`config.mk`:
```
export PLATFORM = sky130hd
export DESIGN_NAME = sha1_message_hash_top
export DESIGN_NICKNAME = d
export VERILOG_FILES = /design/src/rtl/core/sha1_pkg.sv /design/src/rtl/core/sha1_message_hash_top.sv
export SDC_FILE = /design/constraint.sdc
export NUM_CORES = 2
export LEC_CHECK = 0
export BUFFER_PORTS_ARGS = -buffer_cell sky130_fd_sc_hd__buf_2
export CAP_MARGIN = 20
export CORE_ASPECT_RATIO = 0.8
export CORE_MARGIN = 5
export CORE_UTILIZATION = 35
export CTS_CLUSTER_DIAMETER = 40
export DETAILED_ROUTE_END_ITERATION = 6
export HOLD_SLACK_MARGIN = 0.06
export PLACE_DENSITY = 0.55
export SYNTH_ARGS = -nofsm -noshare
export SYNTH_HDL_FRONTEND = slang
export SYNTH_SLANG_ARGS = --single-unit
```
`constraint.sdc`:
```
create_clock -name clk -period 46.7 [get_ports clk]
set_input_delay 4.67 -clock clk [delete_from_list [all_inputs] [get_ports clk]]
set_output_delay 4.67 -clock clk [all_outputs]
set_load 0.02 [all_outputs]
```
`src/rtl/core/sha1_pkg.sv`:
```
package sha1_pkg;

	localparam logic [31:0] K_ROUND0 = 32'h5A82_7999;
	localparam logic [31:0] K_ROUND1 = 32'h6ED9_EBA1;
	localparam logic [31:0] K_ROUND2 = 32'h8F1B_BCDC;
	localparam logic [31:0] K_ROUND3 = 32'hCA62_C1D6;

	localparam logic [31:0] H_INIT0 = 32'h6745_2301;
	localparam logic [31:0] H_INIT1 = 32'hEFCD_AB89;
	localparam logic [31:0] H_INIT2 = 32'h98BA_DCFE;
	localparam logic [31:0] H_INIT3 = 32'h1032_5476;
	localparam logic [31:0] H_INIT4 = 32'hC3D2_E1F0;

	localparam logic [7:0] PAD_MARKER = 8'h80;

	localparam int unsigned NUM_WORDS  = 5;
	localparam int unsigned LAST_ROUND = 79;

	typedef logic [NUM_WORDS-1:0][31:0] hash_t;

	localparam hash_t H_INIT = {H_INIT4, H_INIT3, H_INIT2, H_INIT1, H_INIT0};

	// Round function, chosen by the round number.
	function automatic logic [31:0] sha1_f(input logic [6:0] t, input logic [31:0] b,
			input logic [31:0] c, input logic [31:0] d);
		logic [31:0] res;
		if (t < 7'd20) begin
			res = (b & c) | (~b & d);
		end else if (t < 7'd40) begin
			res = b ^ c ^ d;
		end else if (t < 7'd60) begin
			res = (b & c) | (b & d) | (c & d);
		end else begin
			res = b ^ c ^ d;
		end
		return res;
	endfunction

	function automatic logic [31:0] sha1_k(input logic [6:0] t);
		logic [31:0] res;
		if (t < 7'd20) begin
			res = K_ROUND0;
		end else if (t < 7'd40) begin
			res = K_ROUND1;
		end else if (t < 7'd60) begin
			res = K_ROUND2;
		end else begin
			res = K_ROUND3;
		end
		return res;
	endfunction

endpackage

```
`src/rtl/core/sha1_message_hash_top.sv`:
```
// Streaming SHA-1 hash engine.
// Input channel (in_valid/in_ready): each beat carries msg_byte, byte_present and
// end_of_message. A beat with byte_present set appends msg_byte to the message; a
// beat with end_of_message set closes the message after any byte in the same beat.
// A beat with neither flag set is accepted and has no effect.
// Output channel (out_valid/out_ready): after a message closes, the digest leaves
// as five beats of digest_word, most significant word first, with word_index 0..4
// and last_word set on the fifth beat. The engine then starts the next message.
// Byte beats are taken back to back while the engine is idle. The 64th byte of a
// block starts the compression, one round per cycle through a single round adder:
// 80 rounds, then a fold of the result into the hash words. in_ready stays low
// through the rounds and the fold that follow that beat.
// After the end beat the padding is shifted in one byte per cycle and spills into
// a second block when the length does not fit; each padded block is compressed the
// same way, and then the first digest beat appears.
// The engine accepts no input while it compresses, pads or holds the digest. If
// the receiver stalls, the current digest word stays on the port unchanged.
// Reset loads the standard initial hash values and clears the byte count, so the
// first message needs no preparation.
module sha1_message_hash_top (
	input  logic        clk,
	input  logic        arst_n,
	input  logic        in_valid,
	output logic        in_ready,
	input  logic [7:0]  msg_byte,
	input  logic        byte_present,
	input  logic        end_of_message,
	output logic        out_valid,
	input  logic        out_ready,
	output logic [31:0] digest_word,
	output logic [2:0]  word_index,
	output logic        last_word
);
	import sha1_pkg::*;

	// IDLE takes bytes, MARK appends the 0x80 marker, ZERO appends zero fill and
	// length bytes, ROUND compresses, FINAL folds into the hash, OUT sends the digest.
	typedef enum logic [2:0] {
		S_IDLE,
		S_MARK,
		S_ZERO,
		S_ROUND,
		S_FINAL,
		S_OUT
	} state_t;

	state_t        state_q;
	state_t        ret_q;      // where to go once the running compression ends
	logic [511:0]  msg_q;      // block bytes, later the 16-word schedule window
	hash_t         h_q;
	logic [31:0]   a_q, b_q, c_q, d_q, e_q;
	logic [5:0]    fill_q;
	logic [60:0]   count_q;
	logic [6:0]    round_q;
	logic [2:0]    idx_q;
	logic          extra_q;    // length does not fit, a second padded block follows

	logic [63:0]   bit_len;
	logic [7:0]    len_byte;
	logic [7:0]    pad_byte;
	logic [31:0]   sched_x;
	logic [31:0]   w_t;
	logic [31:0]   round_sum;
	logic          in_fire;
	logic          out_fire;
	logic          block_full;
	state_t        after_in;

	// Word 0 of the window sits at the top of msg_q; taps are fixed positions.
	assign sched_x   = msg_q[95:64] ^ msg_q[255:224] ^ msg_q[447:416] ^ msg_q[511:480];
	assign w_t       = (round_q < 7'd16) ? msg_q[511:480] : {sched_x[30:0], sched_x[31]};
	assign round_sum = {a_q[26:0], a_q[31:27]} + sha1_f(round_q, b_q, c_q, d_q) + e_q
		+ sha1_k(round_q) + w_t;

	// The length bytes go out big-endian in the last eight positions of the block.
	assign bit_len  = {count_q, 3'b000};
	assign len_byte = bit_len[{~fill_q[2:0], 3'b000} +: 8];
	assign pad_byte = (fill_q[5:3] == 3'd7 && !extra_q) ? len_byte : 8'h00;

	assign in_ready    = (state_q == S_IDLE);
	assign out_valid   = (state_q == S_OUT);
	assign in_fire     = in_valid && in_ready;
	assign out_fire    = out_valid && out_ready;
	assign block_full  = byte_present && (fill_q == 6'd63);
	assign after_in    = end_of_message ? S_MARK : S_IDLE;

	assign digest_word = h_q[idx_q];
	assign word_index  = idx_q;
	assign last_word   = (idx_q == 3'(NUM_WORDS - 1));

	always_ff @(posedge clk) begin
		case (state_q)
			S_IDLE: begin
				if (in_fire && byte_present) begin
					msg_q <= {msg_q[503:0], msg_byte};
				end
			end
			S_MARK: begin
				msg_q <= {msg_q[503:0], PAD_MARKER};
			end
			S_ZERO: begin
				msg_q <= {msg_q[503:0], pad_byte};
			end
			S_ROUND: begin
				msg_q <= {msg_q[479:0], w_t};
			end
			default: begin
			end
		endcase
	end

	always_ff @(posedge clk or negedge arst_n) begin
		if (!arst_n) begin
			state_q <= S_IDLE;
			ret_q   <= S_IDLE;
			h_q     <= H_INIT;
			a_q     <= '0;
			b_q     <= '0;
			c_q     <= '0;
			d_q     <= '0;
			e_q     <= '0;
			fill_q  <= '0;
			count_q <= '0;
			round_q <= '0;
			idx_q   <= '0;
			extra_q <= 1'b0;
		end else begin
			case (state_q)
				S_IDLE: begin
					if (in_fire) begin
						if (byte_present) begin
							fill_q  <= fill_q + 6'd1;
							count_q <= count_q + 61'd1;
						end
						if (block_full) begin
							{e_q, d_q, c_q, b_q, a_q} <= h_q;
							round_q <= '0;
							ret_q   <= after_in;
							state_q <= S_ROUND;
						end else begin
							state_q <= after_in;
						end
					end
				end
				S_MARK: begin
					fill_q  <= fill_q + 6'd1;
					extra_q <= (fill_q[5:3] == 3'd7) && (fill_q[2:0] != 3'd7);
					if (fill_q == 6'd63) begin
						{e_q, d_q, c_q, b_q, a_q} <= h_q;
						round_q <= '0;
						ret_q   <= S_ZERO;
						state_q <= S_ROUND;
					end else begin
						state_q <= S_ZERO;
					end
				end
				S_ZERO: begin
					fill_q <= fill_q + 6'd1;
					if (fill_q == 6'd63) begin
						{e_q, d_q, c_q, b_q, a_q} <= h_q;
						round_q <= '0;
						ret_q   <= extra_q ? S_ZERO : S_OUT;
						extra_q <= 1'b0;
						state_q <= S_ROUND;
					end
				end
				S_ROUND: begin
					e_q <= d_q;
					d_q <= c_q;
					c_q <= {b_q[1:0], b_q[31:2]};
					b_q <= a_q;
					a_q <= round_sum;
					if (round_q == 7'(LAST_ROUND)) begin
						round_q <= '0;
						state_q <= S_FINAL;
					end else begin
						round_q <= round_q + 7'd1;
					end
				end
				S_FINAL: begin
					h_q[0]  <= h_q[0] + a_q;
					h_q[1]  <= h_q[1] + b_q;
					h_q[2]  <= h_q[2] + c_q;
					h_q[3]  <= h_q[3] + d_q;
					h_q[4]  <= h_q[4] + e_q;
					state_q <= ret_q;
				end
				S_OUT: begin
					if (out_fire) begin
						if (idx_q == 3'(NUM_WORDS - 1)) begin
							idx_q   <= '0;
							h_q     <= H_INIT;
							count_q <= '0;
							fill_q  <= '0;
							state_q <= S_IDLE;
						end else begin
							idx_q <= idx_q + 3'd1;
						end
					end
				end
				default: begin
					state_q <= S_IDLE;
				end
			endcase
		end
	end

	// The engine never takes input and offers a digest word in the same cycle.
	a_ready_excl: assert property (@(posedge clk) disable iff (!arst_n)
		in_ready |-> !out_valid)
		else $error("input and output offered together");

	// After the fifth digest beat the engine is ready for the next message.
	a_last_idle: assert property (@(posedge clk) disable iff (!arst_n)
		(out_valid && out_ready && last_word) |=> in_ready)
		else $error("engine not idle after last digest word");

	// An end-of-message beat always leads to padding, never straight to idle.
	a_end_busy: assert property (@(posedge clk) disable iff (!arst_n)
		(in_valid && in_ready && end_of_message) |=> !in_ready)
		else $error("end of message did not start padding");

	// The round counter ends a compression at the last round and folds the result.
	a_round_end: assert property (@(posedge clk) disable iff (!arst_n)
		(state_q == S_ROUND && round_q == 7'(LAST_ROUND)) |=> (state_q == S_FINAL))
		else $error("compression did not finish after the last round");

	// Digest beats carry positions 0 to 4 only.
	a_index: assert property (@(posedge clk) disable iff (!arst_n)
		out_valid |-> (word_index <= 3'(NUM_WORDS - 1)))
		else $error("digest word index out of range");

endmodule

```
Yosys cells after proc, flatten, opt, wreduce, memory -nomap -nowiden
Index checks and enable logic that the tools add are counted.
- register bits after elaboration: 916
- input port bits: 14
- logic and storage cells: 164
- add/subtract/negate cells: 13
- order comparisons: 5
- equal/unequal tests: 20
- shift-type cells: 1
- multiplexer cells: 68
- bitwise gates (word level): 14
- reduce and logical (&&, ||, !) cells: 25
- operator list (cell ; count):
    $pmux W512 S4 ; 1
    $mux W32 ; 22
    $mux W512 ; 1
    $pmux W32 S3 ; 5
    $mux W160 ; 2
    $pmux W160 S2 ; 1
    $add A32 B32 Y32 ; 9
    $mux W61 ; 4
    $xor A32 B32 Y32 ; 5
    $and A32 B32 Y32 ; 4
    $pmux W61 S2 ; 1
    $bmux W32 S3 ; 1
    $or A32 B32 Y32 ; 3
    $shiftx A64 B7 Y8 ; 1
    $add A61 B1 Y61 const B ; 1
    $mux W3 ; 11
    $not A32 Y32 ; 1
    $mux W31 ; 1
    $mux W7 ; 4
    $mux W6 ; 4
    $pmux W7 S3 ; 1
    $reduce_and A5 Y1 ; 4
    $pmux W3 S6 ; 1
    $pmux W6 S3 ; 1
    other kinds (30) ; 57

Depth between registers and ports, before layout
- word-level depth: 11
- depth in mapped cells: 25

Least setup slack after synthesis
OpenSTA, ideal clock, no wires.
- path kind: in2reg
- start: input in_valid
- end: register a_q[30]
- data arrival time: 36.045 ns
- path slack: 10.477 ns
- cell stages on the path: 5
- buffers on the path: 0
- cells stage by stage: nand2_1 -> a21oi_1 -> o21ai_1 -> a222oi_1 -> o21ai_0
- cells in the longest elaborated chain, start to end: 3
- ends and longest elaborated chain (item ; line ; source):
    start: declaration ; sha1_message_hash_top.sv:23 ; input logic in_valid,
    $logic_and A1 B1 Y1 ; sha1_message_hash_top.sv:82 ; assign in_fire = in_valid && in_ready;
    $ne A2 B1 Y1 (no line) ; n/a ;
    $reduce_and A4 Y1 (no line) ; n/a ;
    end signal: assignment ; sha1_message_hash_top.sv:136 ; {e_q, d_q, c_q, b_q, a_q} <= h_q;
    end signal: assignment ; sha1_message_hash_top.sv:149 ; {e_q, d_q, c_q, b_q, a_q} <= h_q;
    end signal: assignment ; sha1_message_hash_top.sv:160 ; {e_q, d_q, c_q, b_q, a_q} <= h_q;
    end: declaration ; sha1_message_hash_top.sv:51 ; logic [31:0] a_q, b_q, c_q, d_q, e_q;
Every way passes these cells.
A chain may end at the register's enable or synchronous reset.

Worst setup path in the final report
- start: input byte_present
- end: register msg_q[468], enable pin
- cells in the longest elaborated chain, start to end: 3
- ends and longest elaborated chain (item ; line ; source):
    start: declaration ; sha1_message_hash_top.sv:26 ; input logic byte_present,
    $logic_and A1 B1 Y1 ; sha1_message_hash_top.sv:94 ; if (in_fire && byte_present) begin
    $ne A2 B1 Y1 (no line) ; n/a ;
    $reduce_and A2 Y1 (no line) ; n/a ;
    end signal: assignment ; sha1_message_hash_top.sv:95 ; msg_q <= {msg_q[503:0], msg_byte};
    end signal: assignment ; sha1_message_hash_top.sv:99 ; msg_q <= {msg_q[503:0], PAD_MARKER};
    end signal: assignment ; sha1_message_hash_top.sv:102 ; msg_q <= {msg_q[503:0], pad_byte};
    end: declaration ; sha1_message_hash_top.sv:49 ; logic [511:0] msg_q;
Every way passes these cells.

==> report_table.html <==
<table>
<tr><th>Metric</th><th>Value</th></tr>
<tr><th colspan="2">Clock tree</th></tr>
<tr><td>Post-cts repair resize count</td><td>0</td></tr>
<tr><td>Clock tree from TritonCTS</td><td>yes</td></tr>
<tr><td>Clock-pin slew on the worst setup and hold paths</td><td>60 ps</td></tr>
<tr><td>Total number of clock tree sinks</td><td>916</td></tr>
<tr><td>Setup bufs post-CTS</td><td>0</td></tr>
<tr><td>Latest clock arrival within the worst-skew pair</td><td>750 ps</td></tr>
<tr><td>Root cell of the clock tree</td><td>sky130_fd_sc_hd__clkbuf_16</td></tr>
<tr><td>Deepest level of the CTS H-tree</td><td>4</td></tr>
<tr><td>Hold buffer count at CTS</td><td>0</td></tr>
<tr><td>Maximum buffer depth of the clock tree</td><td>3</td></tr>
<tr><td>CTS Buf Count</td><td>135</td></tr>
<tr><th colspan="2">Placement</th></tr>
<tr><td>Estimated wirelength of the detail-placed design</td><td>110 mm</td></tr>
<tr><td>Total of buffers placed on input and output ports</td><td>51</td></tr>
<tr><td>Pre-CTS setup slack</td><td>37040 ps</td></tr>
<tr><td>Count of placed standard cells including taps</td><td>7788</td></tr>
<tr><td>Cell area reported after detailed placement</td><td>56500 um^2</td></tr>
<tr><td>Last weighted congestion value of the routability-driven placer</td><td>0.920</td></tr>
<tr><th colspan="2">Route</th></tr>
<tr><td>Drt initial violations</td><td>4449</td></tr>
<tr><td>Via total after detailed routing</td><td>42938</td></tr>
<tr><td>Detailed-route vias per instance</td><td>5.34</td></tr>
<tr><td>First-pass detailed-route iteration total</td><td>6</td></tr>
<tr><td>Number of remaining DRC errors</td><td>0</td></tr>
<tr><td>Final wirelength</td><td>162 mm</td></tr>
<tr><td>Final routed wire length divided by cell count</td><td>20.2 um</td></tr>
<tr><td>Post-route ant nets</td><td>0</td></tr>
<tr><th colspan="2">Layout</th></tr>
<tr><td>Util after Layout</td><td>0.397</td></tr>
<tr><td>Non-filler cells, final</td><td>8041</td></tr>
<tr><td>Final instance area</td><td>61300 um^2</td></tr>
<tr><td>Count of fill cells added during filler insertion</td><td>15213</td></tr>
<tr><td>Final-stage net count</td><td>6235</td></tr>
<tr><td>Area added between synthesis and finish</td><td>12.9%</td></tr>
<tr><td>Fraction of final layout cells sized beyond drive strength 1</td><td>0.0809</td></tr>
<tr><td>Commonest non-fill, non-tap cells in the layout</td><td>sky130_fd_sc_hd__nand2_1 (1982), sky130_fd_sc_hd__edfxtp_1 (512), sky130_fd_sc_hd__nor2_1 (408), sky130_fd_sc_hd__dfrtp_1 (322), sky130_fd_sc_hd__o21ai_0 (255)</td></tr>
<tr><td>Diode insertion count for antenna repair</td><td>0</td></tr>
<tr><td>Most common cell after layout, fill and taps aside</td><td>sky130_fd_sc_hd__nand2_1</td></tr>
<tr><th colspan="2">Timing</th></tr>
<tr><td>Fraction of the cycle the final worst path needs</td><td>0.190</td></tr>
<tr><td>Endpoints failing hold</td><td>0</td></tr>
<tr><td>Max_slew headroom</td><td>0.183</td></tr>
<tr><td>Final worst path period need</td><td>8860 ps</td></tr>
<tr><td>Worst setup skew after layout</td><td>22.0 ps</td></tr>
<tr><td>Tightest Pin Transition</td><td>1210 ps</td></tr>
<tr><td>Worst Slack Setup Final</td><td>37840 ps</td></tr>
<tr><td>Fmax achieved</td><td>0.113 GHz</td></tr>
<tr><td>RSZ-0062 raised after global routing</td><td>no</td></tr>
<tr><td>Setup tns final</td><td>0 ps</td></tr>
<tr><td>Slew Limit Fails</td><td>0</td></tr>
<tr><td>Final setup fails</td><td>0</td></tr>
<tr><th colspan="2">Synth</th></tr>
<tr><td>Number of synthesis warnings</td><td>0</td></tr>
<tr><td>Synth Area per Inst</td><td>9.14 um^2</td></tr>
<tr><td>Net count of the mapped netlist</td><td>6278</td></tr>
<tr><td>Part of the Yosys area used for sequential elements</td><td>0.471</td></tr>
<tr><td>#FFs+latches synth</td><td>916</td></tr>
<tr><td>Gate count of the mapped netlist</td><td>5940</td></tr>
<tr><td>Most instantiated flip-flop cell in the synthesis netlist</td><td>sky130_fd_sc_hd__edfxtp_1</td></tr>
<tr><td>Share of synthesized registers carrying an async set or reset</td><td>0.441</td></tr>
<tr><td>Syn Std Cell Area</td><td>54300 um^2</td></tr>
<tr><td>Post-synth cell types</td><td>90</td></tr>
<tr><td>Number of enable flip-flop cells after synthesis</td><td>512</td></tr>
<tr><th colspan="2">Floorplan</th></tr>
<tr><td>Die area</td><td>163000 um^2</td></tr>
<tr><td>Floorplan core area</td><td>154000 um^2</td></tr>
<tr><td># rows</td><td>129</td></tr>
<tr><td>Die Ht</td><td>362 um</td></tr>
<tr><td>Boundary pin count</td><td>52</td></tr>
<tr><td>Effective utilization at floorplan</td><td>0.351</td></tr>
<tr><td>Die width</td><td>450 um</td></tr>
<tr><th colspan="2">Power</th></tr>
<tr><td>Highest ir drop seen on vdd</td><td>0.0000288 V</td></tr>
<tr><td>Power density relative to cell area</td><td>31.5 nW/um^2</td></tr>
<tr><td>Static leakage</td><td>28.2 nW</td></tr>
<tr><th colspan="2">Setup path</th></tr>
<tr><td>Kind of start point of the critical path</td><td>input port</td></tr>
<tr><td>Arrival time at the worst endpoint</td><td>9220 ps</td></tr>
<tr><td>Highest net fanout along the worst path</td><td>84</td></tr>
<tr><td>Endpoint kind of the worst setup timing path</td><td>flop</td></tr>
<tr><td>Endpoint required time on the critical path</td><td>47060 ps</td></tr>
<tr><td>Type of the worst setup path</td><td>in -&gt; reg</td></tr>
<tr><td>Worst reg-to-reg path cell count</td><td>25</td></tr>
<tr><th colspan="2">Global route</th></tr>
<tr><td>First-pass GRT wire length</td><td>250 mm</td></tr>
<tr><td>Initial antenna violation count</td><td>10</td></tr>
<tr><td>Total congestion overflow</td><td>0</td></tr>
<tr><td>Vias in the first global route</td><td>41010</td></tr>
<tr><td>Pin count of the biggest net entering global routing</td><td>217</td></tr>
<tr><td>GR Util All Layers</td><td>0.195</td></tr>
<tr><th colspan="2">Min path</th></tr>
<tr><td>Instance count along the most critical hold path</td><td>1</td></tr>
<tr><td>Worst min-delay path category</td><td>reg -&gt; reg</td></tr>
<tr><th colspan="2">Run status</th></tr>
<tr><td>Run status</td><td>completed</td></tr>
<tr><th colspan="2">Flow run</th></tr>
<tr><td>Max-cap viol count</td><td>0</td></tr>
</table>
-- cells by family after synthesis --
group                    share of synthesized area
AO/OA/AOI/OAI                                0.124
XOR/XNOR                                    0.0470
adder cells (fa/ha/maj)                     0.0920
buffers and inverters                       0.0343
flip-flops                                   0.471
multiplexers                                0.0298
AND/OR/NAND/NOR                              0.201
-- Yosys cell counts, types with 31 or more instances --
cell type	n	share of area
sky130_fd_sc_hd__clkbuf_1	271	0.019
sky130_fd_sc_hd__mux2i_1	111	0.020
sky130_fd_sc_hd__ha_1	199	0.046
sky130_fd_sc_hd__and3_1	31	0.0036
sky130_fd_sc_hd__nor3_1	52	0.0048
sky130_fd_sc_hd__xnor2_1	175	0.028
sky130_fd_sc_hd__fa_1	125	0.046
sky130_fd_sc_hd__a31oi_1	148	0.017
sky130_fd_sc_hd__nand3_1	54	0.0050
sky130_fd_sc_hd__nand2_1	1983	0.14
sky130_fd_sc_hd__o22ai_1	40	0.0046
sky130_fd_sc_hd__nor2_1	410	0.028
sky130_fd_sc_hd__o21ai_0	259	0.024
sky130_fd_sc_hd__a21oi_1	249	0.023
sky130_fd_sc_hd__xor2_1	116	0.019
sky130_fd_sc_hd__dfstp_2	80	0.039
sky130_fd_sc_hd__o22a_1	40	0.0065
sky130_fd_sc_hd__dfrtp_1	324	0.15
sky130_fd_sc_hd__or3_1	35	0.0040
sky130_fd_sc_hd__a21o_1	88	0.012
sky130_fd_sc_hd__inv_1	199	0.014
sky130_fd_sc_hd__edfxtp_1	512	0.28
-- where the power goes --
| part | internal, W | switching [W] | total (W) |
|---|---|---|---|
| sequential | 0.000848 | 0 | 0.000848 |
| combinational | 0.000000847 | 0.00000781 | 0.00000868 |
| clock | 0.000663 | 0.000410 | 0.00107 |
-- critical path, cell delays in order --
cell and delay (ps):
sky130_fd_sc_hd__buf_2 130, sky130_fd_sc_hd__nand2_1 100, sky130_fd_sc_hd__a21oi_4 640, sky130_fd_sc_hd__buf_4 770
sky130_fd_sc_hd__buf_4 830, sky130_fd_sc_hd__buf_4 880, sky130_fd_sc_hd__buf_4 940
-- stage by stage --
stage	hold slack, ps	total power (W)
floorplan	461	0.000864
global placement	486	0.000873
detailed placement	496	0.000873
CTS	505	0.00195
global route	530	0.00199
finish	508	0.00193
-- routing by layer --
layer / track usage / share of wire
met4: 0.0517 / 0.021
met1: 0.304 / 0.50
met3: 0.0355 / 0.075
met5: 0 / 0.000062
met2: 0.274 / 0.41
-- state kept, by name, indices dropped and copies added, names as in the netlist, 32 cells and up --
| signal | flops |
|---|---|
| count_q | 61 |
| msg_q | 512 |
| d_q | 32 |
| c_q | 32 |
| h_q | 160 |
| e_q | 32 |
| b_q | 32 |
| a_q | 32 |
-- area by class of cell --
| class | count | area (um^2) | area share |
|---|---|---|---|
| tap | 2030 | 2540 | 0.0414 |
| clock inverter | 83 | 1010 | 0.0165 |
| inverter | 200 | 751 | 0.0122 |
| multi-input combinational | 4532 | 26900 | 0.439 |
| sequential | 916 | 25600 | 0.417 |
| clock buffer | 168 | 3720 | 0.0607 |
| timing repair buffer | 112 | 776 | 0.0127 |
-- path summary, 6_finish.rpt --
| kind | to | start | slack, ps |
|---|---|---|---|
| worst max-delay path | msg_q[468] | byte_present | 37840 |
| worst min register to register | ret_q[2] | ret_q[2] | 510 |
| min in group asynchronous | count_q[9] | arst_n | 3950 |
| worst min-delay path | ret_q[2] | ret_q[2] | 510 |
| worst max register to register | a_q[31] | round_q[4] | 39260 |
| max in group asynchronous | a_q[20] | arst_n | 40400 |
Power figures use the tool's default switching activity.
